<file path="config.mk">
export PLATFORM = sky130hd
export DESIGN_NAME = sorted_list_insert_remove_core_flat
export DESIGN_NICKNAME = d
export VERILOG_FILES = /design/src/slir_pkg.sv /design/src/slir_in_if.sv /design/src/slir_out_if.sv /design/src/slir_ram.sv /design/src/sorted_list_insert_remove_core.sv /design/src/flat_wrapper.sv
export VERILOG_INCLUDE_DIRS = /design/src /design/src/src
export SDC_FILE = /design/constraint.sdc
export NUM_CORES = 2
export LEC_CHECK = 0
export ABC_AREA = 0
export BUFFER_PORTS_ARGS = -buffer_cell sky130_fd_sc_hd__buf_2
export CAP_MARGIN = 30
export CELL_PAD_IN_SITES_DETAIL_PLACEMENT = 1
export CELL_PAD_IN_SITES_GLOBAL_PLACEMENT = 2
export CORE_AREA = 2 2 434 436
export CTS_BUF_LIST = sky130_fd_sc_hd__clkbuf_4
export CTS_CLUSTER_SIZE = 30
export DETAILED_ROUTE_END_ITERATION = 7
export DIE_AREA = 0 0 436 438
export PLACE_DENSITY = 0.8
export SYNTH_ARGS = -nofsm -noshare
export SYNTH_HDL_FRONTEND = slang
export SYNTH_SLANG_ARGS = --single-unit
</file>
<file path="constraint.sdc">
create_clock -name clk_i -period 6.72 [get_ports clk_i]
set_input_delay 1.008 -clock clk_i [delete_from_list [all_inputs] [get_ports clk_i]]
set_output_delay 1.008 -clock clk_i [all_outputs]
set_load 0.005 [all_outputs]
</file>
<file path="src/sorted_list_insert_remove_core_assert.svh">
// assertion macros shared by the sorted table core
`ifndef SORTED_LIST_INSERT_REMOVE_CORE_ASSERT_SVH
`define SORTED_LIST_INSERT_REMOVE_CORE_ASSERT_SVH

// clocked check, held off while reset is asserted
`define SLIR_ASSERT(lbl, prop, msg) \
  lbl: assert property (@(posedge clk_i) disable iff (!rst_ni) prop) else $error(msg);

// clocked check that also holds through reset
`define SLIR_ASSERT_ALWAYS(lbl, prop, msg) \
  lbl: assert property (@(posedge clk_i) prop) else $error(msg);

`endif

</file>
<file path="src/slir_pkg.sv">
// types and constants of the sorted table core
package slir_pkg;

  // default sizes
  localparam int unsigned DefTableDepth = 64;
  localparam int unsigned DefValueWidth = 32;

  // item kinds
  localparam logic KIND_INSERT = 1'b0;
  localparam logic KIND_REMOVE = 1'b1;

  // result status codes
  typedef enum logic [1:0] {
    ST_DONE      = 2'd0,
    ST_NOT_FOUND = 2'd1,
    ST_FULL      = 2'd2
  } status_e;

  // sequencer states, one-hot
  typedef enum logic [8:0] {
    S_IDLE    = 9'b000000001,
    S_INS_RD  = 9'b000000010,
    S_INS_CMP = 9'b000000100,
    S_INS_PUT = 9'b000001000,
    S_REM_RD  = 9'b000010000,
    S_REM_CMP = 9'b000100000,
    S_SHF_RD  = 9'b001000000,
    S_SHF_WR  = 9'b010000000,
    S_RESP    = 9'b100000000
  } state_e;

endpackage

</file>
<file path="src/slir_in_if.sv">
// input channel: operation kind and value
interface slir_in_if #(
  parameter int unsigned ValueWidth = 32
);
  logic                         valid;
  logic                         ready;
  logic                         kind;
  logic signed [ValueWidth-1:0] value;

  modport source (output valid, output kind, output value, input ready);
  modport sink   (input valid, input kind, input value, output ready);
endinterface

</file>
<file path="src/slir_out_if.sv">
// output channel: status, entry count and empty flag
interface slir_out_if #(
  parameter int unsigned CountWidth = 7
);
  logic                  valid;
  logic                  ready;
  logic [1:0]            status;
  logic [CountWidth-1:0] entry_count;
  logic                  is_empty;

  modport source (output valid, output status, output entry_count, output is_empty,
                  input ready);
  modport sink   (input valid, input status, input entry_count, input is_empty,
                  output ready);
endinterface

</file>
<file path="src/slir_ram.sv">
// simple dual-port table memory with registered read
module slir_ram #(
  parameter int unsigned Depth = 64,
  parameter int unsigned Width = 32,
  localparam int unsigned AddrW = $clog2(Depth)
) (
  input  logic             clk_i,
  input  logic             we_i,
  input  logic [AddrW-1:0] waddr_i,
  input  logic [Width-1:0] wdata_i,
  input  logic [AddrW-1:0] raddr_i,
  output logic [Width-1:0] rdata_o
);

  logic [Width-1:0] mem_q [Depth];
  logic [Width-1:0] rdata_q;

  // one write and one registered read per cycle
  always_ff @(posedge clk_i) begin
    if (we_i) begin
      mem_q[waddr_i] <= wdata_i;
    end
    rdata_q <= mem_q[raddr_i];
  end

  assign rdata_o = rdata_q;

endmodule

</file>
<file path="src/sorted_list_insert_remove_core.sv">
// Sorted table core: keeps up to TableDepth signed values in ascending order in a
// single memory and serves one insert or remove per item with a small sequencer around
// one comparator. A result still held at the output keeps the sequencer waiting in
// its response state. An insert walks down from the top, moving each larger entry up
// one place. A remove scans up from the bottom for the first equal entry, then moves
// the entries above it down (an absent value scans the whole table). Every table read
// takes its own state before the compare or write state that uses it, because the
// table read is registered. A full-table insert or an empty-table remove goes straight
// to the response state. A new item is taken while the previous result still waits in
// the output register.
module sorted_list_insert_remove_core
  import slir_pkg::*;
#(
  parameter int unsigned TableDepth = DefTableDepth,
  parameter int unsigned ValueWidth = DefValueWidth,
  localparam int unsigned IdxW = $clog2(TableDepth),
  localparam int unsigned CntW = $clog2(TableDepth + 1)
) (
  input  logic       clk_i,
  input  logic       rst_ni,
  slir_in_if.sink    in_i,
  slir_out_if.source out_o
);

  `include "sorted_list_insert_remove_core_assert.svh"

  state_e                       state_q, state_d;
  logic [IdxW-1:0]              idx_q, idx_d;
  logic [CntW-1:0]              count_q, count_d;
  status_e                      stat_q, stat_d;
  logic signed [ValueWidth-1:0] val_q, val_d;

  logic                  out_valid_q;
  status_e               out_status_q;
  logic [CntW-1:0]       out_count_q;
  logic                  out_empty_q;
  logic                  out_load;

  logic                  mem_we;
  logic [IdxW-1:0]       mem_waddr;
  logic [ValueWidth-1:0] mem_wdata;
  logic [IdxW-1:0]       mem_raddr;
  logic [ValueWidth-1:0] mem_rdata;

  logic signed [ValueWidth-1:0] rd_val;
  logic                         rd_gt;
  logic                         rd_eq;
  logic                         scan_last;
  logic                         shift_last;

  // table storage
  slir_ram #(
    .Depth (TableDepth),
    .Width (ValueWidth)
  ) u_ram (
    .clk_i   (clk_i),
    .we_i    (mem_we),
    .waddr_i (mem_waddr),
    .wdata_i (mem_wdata),
    .raddr_i (mem_raddr),
    .rdata_o (mem_rdata)
  );

  // shared comparator against the item value
  assign rd_val = $signed(mem_rdata);
  assign rd_gt  = rd_val > val_q;
  assign rd_eq  = rd_val == val_q;

  // end-of-table tests for the remove scan and the shift down
  assign scan_last  = (CntW'(idx_q) + CntW'(1)) == count_q;
  assign shift_last = (CntW'(idx_q) + CntW'(2)) == count_q;

  // read address: below the slot on insert, above it on shift
  always_comb begin
    case (state_q)
      S_INS_RD: mem_raddr = idx_q - IdxW'(1);
      S_SHF_RD: mem_raddr = idx_q + IdxW'(1);
      default:  mem_raddr = idx_q;
    endcase
  end

  // sequencer
  always_comb begin
    state_d   = state_q;
    idx_d     = idx_q;
    count_d   = count_q;
    stat_d    = stat_q;
    val_d     = val_q;
    mem_we    = 1'b0;
    mem_waddr = idx_q;
    mem_wdata = mem_rdata;
    out_load  = 1'b0;
    case (state_q)
      S_IDLE: begin
        if (in_i.valid) begin
          val_d = in_i.value;
          if (in_i.kind == KIND_INSERT) begin
            if (count_q == CntW'(TableDepth)) begin
              stat_d  = ST_FULL;
              state_d = S_RESP;
            end else begin
              idx_d   = count_q[IdxW-1:0];
              state_d = (count_q == '0) ? S_INS_PUT : S_INS_RD;
            end
          end else begin
            if (count_q == '0) begin
              stat_d  = ST_NOT_FOUND;
              state_d = S_RESP;
            end else begin
              idx_d   = '0;
              state_d = S_REM_RD;
            end
          end
        end
      end
      S_INS_RD: begin
        state_d = S_INS_CMP;
      end
      S_INS_CMP: begin
        if (rd_gt) begin
          mem_we  = 1'b1;
          idx_d   = idx_q - IdxW'(1);
          state_d = (idx_q == IdxW'(1)) ? S_INS_PUT : S_INS_RD;
        end else begin
          state_d = S_INS_PUT;
        end
      end
      S_INS_PUT: begin
        mem_we    = 1'b1;
        mem_wdata = val_q;
        count_d   = count_q + CntW'(1);
        stat_d    = ST_DONE;
        state_d   = S_RESP;
      end
      S_REM_RD: begin
        state_d = S_REM_CMP;
      end
      S_REM_CMP: begin
        if (rd_eq) begin
          if (scan_last) begin
            count_d = count_q - CntW'(1);
            stat_d  = ST_DONE;
            state_d = S_RESP;
          end else begin
            state_d = S_SHF_RD;
          end
        end else if (scan_last) begin
          stat_d  = ST_NOT_FOUND;
          state_d = S_RESP;
        end else begin
          idx_d   = idx_q + IdxW'(1);
          state_d = S_REM_RD;
        end
      end
      S_SHF_RD: begin
        state_d = S_SHF_WR;
      end
      S_SHF_WR: begin
        mem_we = 1'b1;
        idx_d  = idx_q + IdxW'(1);
        if (shift_last) begin
          count_d = count_q - CntW'(1);
          stat_d  = ST_DONE;
          state_d = S_RESP;
        end else begin
          state_d = S_SHF_RD;
        end
      end
      S_RESP: begin
        if (!out_valid_q || out_o.ready) begin
          out_load = 1'b1;
          state_d  = S_IDLE;
        end
      end
      default: begin
        state_d = S_IDLE;
      end
    endcase
  end

  assign in_i.ready = (state_q == S_IDLE);

  // control registers
  always_ff @(posedge clk_i or negedge rst_ni) begin
    if (!rst_ni) begin
      state_q     <= S_IDLE;
      idx_q       <= '0;
      count_q     <= '0;
      stat_q      <= ST_DONE;
      out_valid_q <= 1'b0;
    end else begin
      state_q <= state_d;
      idx_q   <= idx_d;
      count_q <= count_d;
      stat_q  <= stat_d;
      if (out_load) begin
        out_valid_q <= 1'b1;
      end else if (out_o.ready) begin
        out_valid_q <= 1'b0;
      end
    end
  end

  // payload registers
  always_ff @(posedge clk_i) begin
    val_q <= val_d;
    if (out_load) begin
      out_status_q <= stat_q;
      out_count_q  <= count_q;
      out_empty_q  <= (count_q == '0);
    end
  end

  // result beat
  assign out_o.valid       = out_valid_q;
  assign out_o.status      = out_status_q;
  assign out_o.entry_count = out_count_q;
  assign out_o.is_empty    = out_empty_q;

  // checks
  `SLIR_ASSERT_ALWAYS(a_count_bound, count_q <= CntW'(TableDepth), "entry count above depth")
  `SLIR_ASSERT(a_write_in_range,
    mem_we |-> (CntW'(mem_waddr) <= count_q),
    "table write above count")
  `SLIR_ASSERT(a_full_status,
    (out_valid_q && out_status_q == ST_FULL) |-> (out_count_q == CntW'(TableDepth)),
    "full status with room left")
  `SLIR_ASSERT(a_count_moves,
    (count_q != $past(count_q)) |-> ($past(state_q) == S_INS_PUT ||
      $past(state_q) == S_REM_CMP || $past(state_q) == S_SHF_WR),
    "count changed outside update")

endmodule

</file>
<file path="src/flat_wrapper.sv">
// flat-port wrapper written by rule: the top's interface ports become plain ports
module sorted_list_insert_remove_core_flat import slir_pkg::*;
#(
  parameter int unsigned TableDepth = DefTableDepth,
  parameter int unsigned ValueWidth = DefValueWidth,
  localparam int unsigned IdxW = $clog2(TableDepth),
  localparam int unsigned CntW = $clog2(TableDepth + 1)
)
  (clk_i, rst_ni, in_i_valid, in_i_kind, in_i_value, in_i_ready, out_o_valid, out_o_status, out_o_entry_count, out_o_is_empty, out_o_ready);
  slir_in_if #(.ValueWidth(ValueWidth)) in_i_i ();
  slir_out_if #(.CountWidth((7))) out_o_i ();
  input  logic clk_i;
  input  logic rst_ni;
  input wire logic [$bits(in_i_i.valid)-1:0] in_i_valid;
  input wire logic [$bits(in_i_i.kind)-1:0] in_i_kind;
  input wire logic [$bits(in_i_i.value)-1:0] in_i_value;
  output wire logic [$bits(in_i_i.ready)-1:0] in_i_ready;
  output wire logic [$bits(out_o_i.valid)-1:0] out_o_valid;
  output wire logic [$bits(out_o_i.status)-1:0] out_o_status;
  output wire logic [$bits(out_o_i.entry_count)-1:0] out_o_entry_count;
  output wire logic [$bits(out_o_i.is_empty)-1:0] out_o_is_empty;
  input wire logic [$bits(out_o_i.ready)-1:0] out_o_ready;
  assign in_i_i.valid = in_i_valid;
  assign in_i_i.kind = in_i_kind;
  assign in_i_i.value = in_i_value;
  assign in_i_ready = in_i_i.ready;
  assign out_o_valid = out_o_i.valid;
  assign out_o_status = out_o_i.status;
  assign out_o_entry_count = out_o_i.entry_count;
  assign out_o_is_empty = out_o_i.is_empty;
  assign out_o_i.ready = out_o_ready;
  sorted_list_insert_remove_core #(.TableDepth(TableDepth), .ValueWidth(ValueWidth)) u_core (.clk_i(clk_i), .rst_ni(rst_ni), .in_i(in_i_i), .out_o(out_o_i));
endmodule
</file>
==> impl_metrics.toml <==
[clock_network]
clkSinkCount = 2147
numCtsBuffers = 584
clock_latency_ps = 1410
cts_max_path_buffers = 4
cts_tree = "done"
htree_levels = 6
clockRootBuffer = "clkbuf_4"
clk_pin_slew_ps = 70

[sta]
worstMarginPinSlew_ps = 1100
hold_violations = 0
finalCritPeriodShare = 0.914
relSlewSlack = 0.257
skew_ps = 110
timing.final.ws_setup_ps = 578
max_freq_mhz = 163
setup_viol = 0
drv_slew = 0
grt_setup_unrepaired = "false"
holdWs_ps = 181
tns_ps = 0
layout_min_cycle_time_ps = 6140

[grt]
met2_usage = 0.497
track_usage = 0.318
grt_max_degree = 148
grt_antenna_before_repair = 29
grtUsageMet1 = 0.419
grt_pass1_vias = 62600
grt_pass1_wl_mm = 440
overflow = 0
busiest_layer = "met2"
grt_use_met3 = 0.0692

[placed_design]
pre_cts_slack_ps = 821
place_inst = 8965
portBuffers = 48
hpwl_mm = 190
gp_congestion = 0.907

[finish]
fin_cells = 9985
area_growth_pct = 15.4
drive_above_1_share = 0.190
fill_cells = 18800
seqCellArea_sq_mm = 0.0640
finalNetCount = 7188
multi_input_area_sq_mm = 0.0220

[setup_path]
cp.arrival_ps = 7400
crit_family = "simple AND/OR/NAND/NOR gates"
rrSetupSlack_ps = 580
critPathMaxStageDelay_ps = 720
reg2regPathDepth = 13
critPathMaxFanout = 100
cp-startpoint = "u_core.idx_q[0]$_DFFE_PN0P_"
reg2reg_from = "u_core.idx_q[0]$_DFFE_PN0P_"
path_depth = 13
crit_top_cell = "and3_1"
cp_slowest_cell = "dfrtp_1"
crit_required_ps = 7980
crit_type = "reg2reg"
crit_path_end_kind = "flip-flop"
critPathLaunchType = "flip-flop"
crit_buf_inv = 4
endpoint = "u_core.u_ram.rdata_o[9]$_DFF_P_"
reg2reg_to = "u_core.u_ram.rdata_o[9]$_DFF_P_"
crit_chain = "clkinv_1, ha_1, inv_1, nand2_2, a21oi_2, buf_4, or3_4, buf_12, and3_1, a311oi_1, a31oi_1, nand4_1, and3_1"

[drt]
wire_per_inst_microns = 30.8
drt-initial-drc-count = 7345
drc = 0
drt_pass1_iterations = 5
viasPerCell = 6.13
drtAntennaViolNets = 0
drt_wl_total_mm = 307
vias = 61200

[logic_synthesis]
ys_warn_count = 0
ys_ff_latch = 2147
synthArstFlopShare = 0.0116
netlist_instances = 6568
synth.avg_cell_area_sq_um = 13.2
ys.flop_type = "edfxtp_1"
seq_area_frac_synth = 0.736
synth.distinct_cells = 73
netlist_area_sq_mm = 0.0870
synthesis.nets = 6651
synth_edf_count = 2090

[floorplan]
dieArea_sq_mm = 0.191
io_pins = 49
die_h_microns = 438
initial_core_util = 0.466
die_width_microns = 436
rows = 159
core-area_sq_mm = 0.187

[outcome]
status = "completed"

[flow_run]
max_cap_violations = 0

[hold_path]
hold_path.class = "in2async"

[power]
ir_drop_mv = 0.453
p_leak_nw = 35.3
p_per_area_mw_per_mm2 = 487
power_mw = 48.9
==> synth_stat cells (17+ instances only) <==
cell type,count,area share
and3_1,102,0.0073
clkbuf_1,242,0.010
a32oi_1,37,0.0037
nand2_1,1682,0.073
o22ai_1,52,0.0037
xnor2_1,19,0.0019
nor4_1,36,0.0026
nand4_1,40,0.0029
o21ai_0,142,0.0082
buf_1,40,0.0017
o221ai_1,25,0.0025
nor2_1,138,0.0060
edfxtp_1,2090,0.72
buf_2,114,0.0066
buf_4,17,0.0015
a21oi_1,324,0.019
mux2i_1,128,0.015
a22o_1,45,0.0045
a22oi_1,95,0.0082
a311oi_1,25,0.0025
mux4_2,37,0.0096
dfrtp_1,24,0.0069
a31oi_1,73,0.0052
inv_1,42,0.0018
nand3_1,701,0.040
ha_1,45,0.0065
dfxtp_1,32,0.0074
nor3_1,38,0.0022
a221oi_1,46,0.0046
==> kinds of logic after synthesis <==
family	count (synthesis)	share of synthesized area
flops	2147	0.736
simple gates	2788	0.138
buf+inv	465	0.0231
mux	172	0.0252
xor+xnor	33	0.00371
fa+ha+maj	46	0.00670
compound gates	917	0.0670
==> power by group <==
| group | internal [mW] | leakage, nW | switching [mW] |
|---|---|---|---|
| Sequential | 17.1 | 19.4 | 0.401 |
| Combinational | 5.03 | 11.7 | 14.9 |
| Clock | 6.10 | 4.26 | 5.40 |
| Total | 28.2 | 35.3 | 20.7 |
==> layout by cell type, fill, tap and decap left out, drive strengths merged, types with 6 or more instances in the layout <==
master / count
and3: 102
a22oi: 95
mux2: 7
a211oi: 11
dfxtp: 32
xor2: 11
buf: 335
nor2: 143
nand3: 701
mux4: 37
clkinv: 65
a221oi: 46
bufinv: 7
xnor2: 22
inv: 57
a21o: 8
a21oi: 324
nand2: 1682
o21ai: 144
dfrtp: 24
clkbuf: 868
a311oi: 25
a31oi: 73
a32oi: 37
o221ai: 25
nand2b: 6
nor3: 39
a22o: 45
nor2b: 8
o22ai: 52
nand4: 40
mux2i: 128
nor4: 37
dlygate4sd3: 36
ha: 45
edfxtp: 2090
diode: 18
==> cell type report <==
class                   count  area share
inverters                  44     0.00164
well taps                2495      0.0311
diodes                     18    0.000449
clock inverters            86     0.00513
multi-input cells        3956       0.219
clock buffers             867      0.0648
flip-flops and latches   2147       0.638
repair buffers            372      0.0405
==> registers in the layout, indices dropped and copies added (netlist names), 2 cells and up <==
register and cells:
u_core.count_q 7, u_core.u_ram.rdata_o 32, u_core.out_o.status 2, u_core.u_ram.mem_q 2048
u_core.stat_q 2, u_core.state_q 9, u_core.val_q 32, u_core.out_o.entry_count 7
u_core.idx_q 6
==> through the flow <==
stage,utilization,area [sq um]
finish,0.538,100000
global route,0.538,100000
CTS,0.537,100000
detailed placement,0.497,92700
global placement,0.490,91400
floorplan,-,87000
==> metal layers <==
layer	wire length, microns	vias to the layer above
met5	88	-
li1	-	25900
met3	27900	618
met2	144000	3097
met4	15000	14
met1	120000	31500
==> worst min-delay path by stage <==
stage | cells past startpoint | to | from
2_1_floorplan | 0 | u_core.out_o.status[1]$_DFFE_PP_ | u_core.stat_q[1]$_DFFE_PN0P_
3_3_place_gp | 0 | u_core.out_o.status[1]$_DFFE_PP_ | u_core.stat_q[1]$_DFFE_PN0P_
3_5_place_dp | 0 | u_core.out_o.status[1]$_DFFE_PP_ | u_core.stat_q[1]$_DFFE_PN0P_
4_1_cts | 2 | u_core.out_o.valid$_DFFE_PN0P_ | rst_ni
5_1_grt | 2 | u_core.out_o.valid$_DFFE_PN0P_ | rst_ni
6_report | 2 | u_core.out_o.valid$_DFFE_PN0P_ | rst_ni
==> what timing repair did <==
item,in CTS,in global routing
setup buffers,0,0
resized for setup,0,0
hold buffers,36,0
hold endpoints to repair,64,0
endpoints found under the setup margin,0,0
No activity file was read; power rests on OpenSTA's default activity.
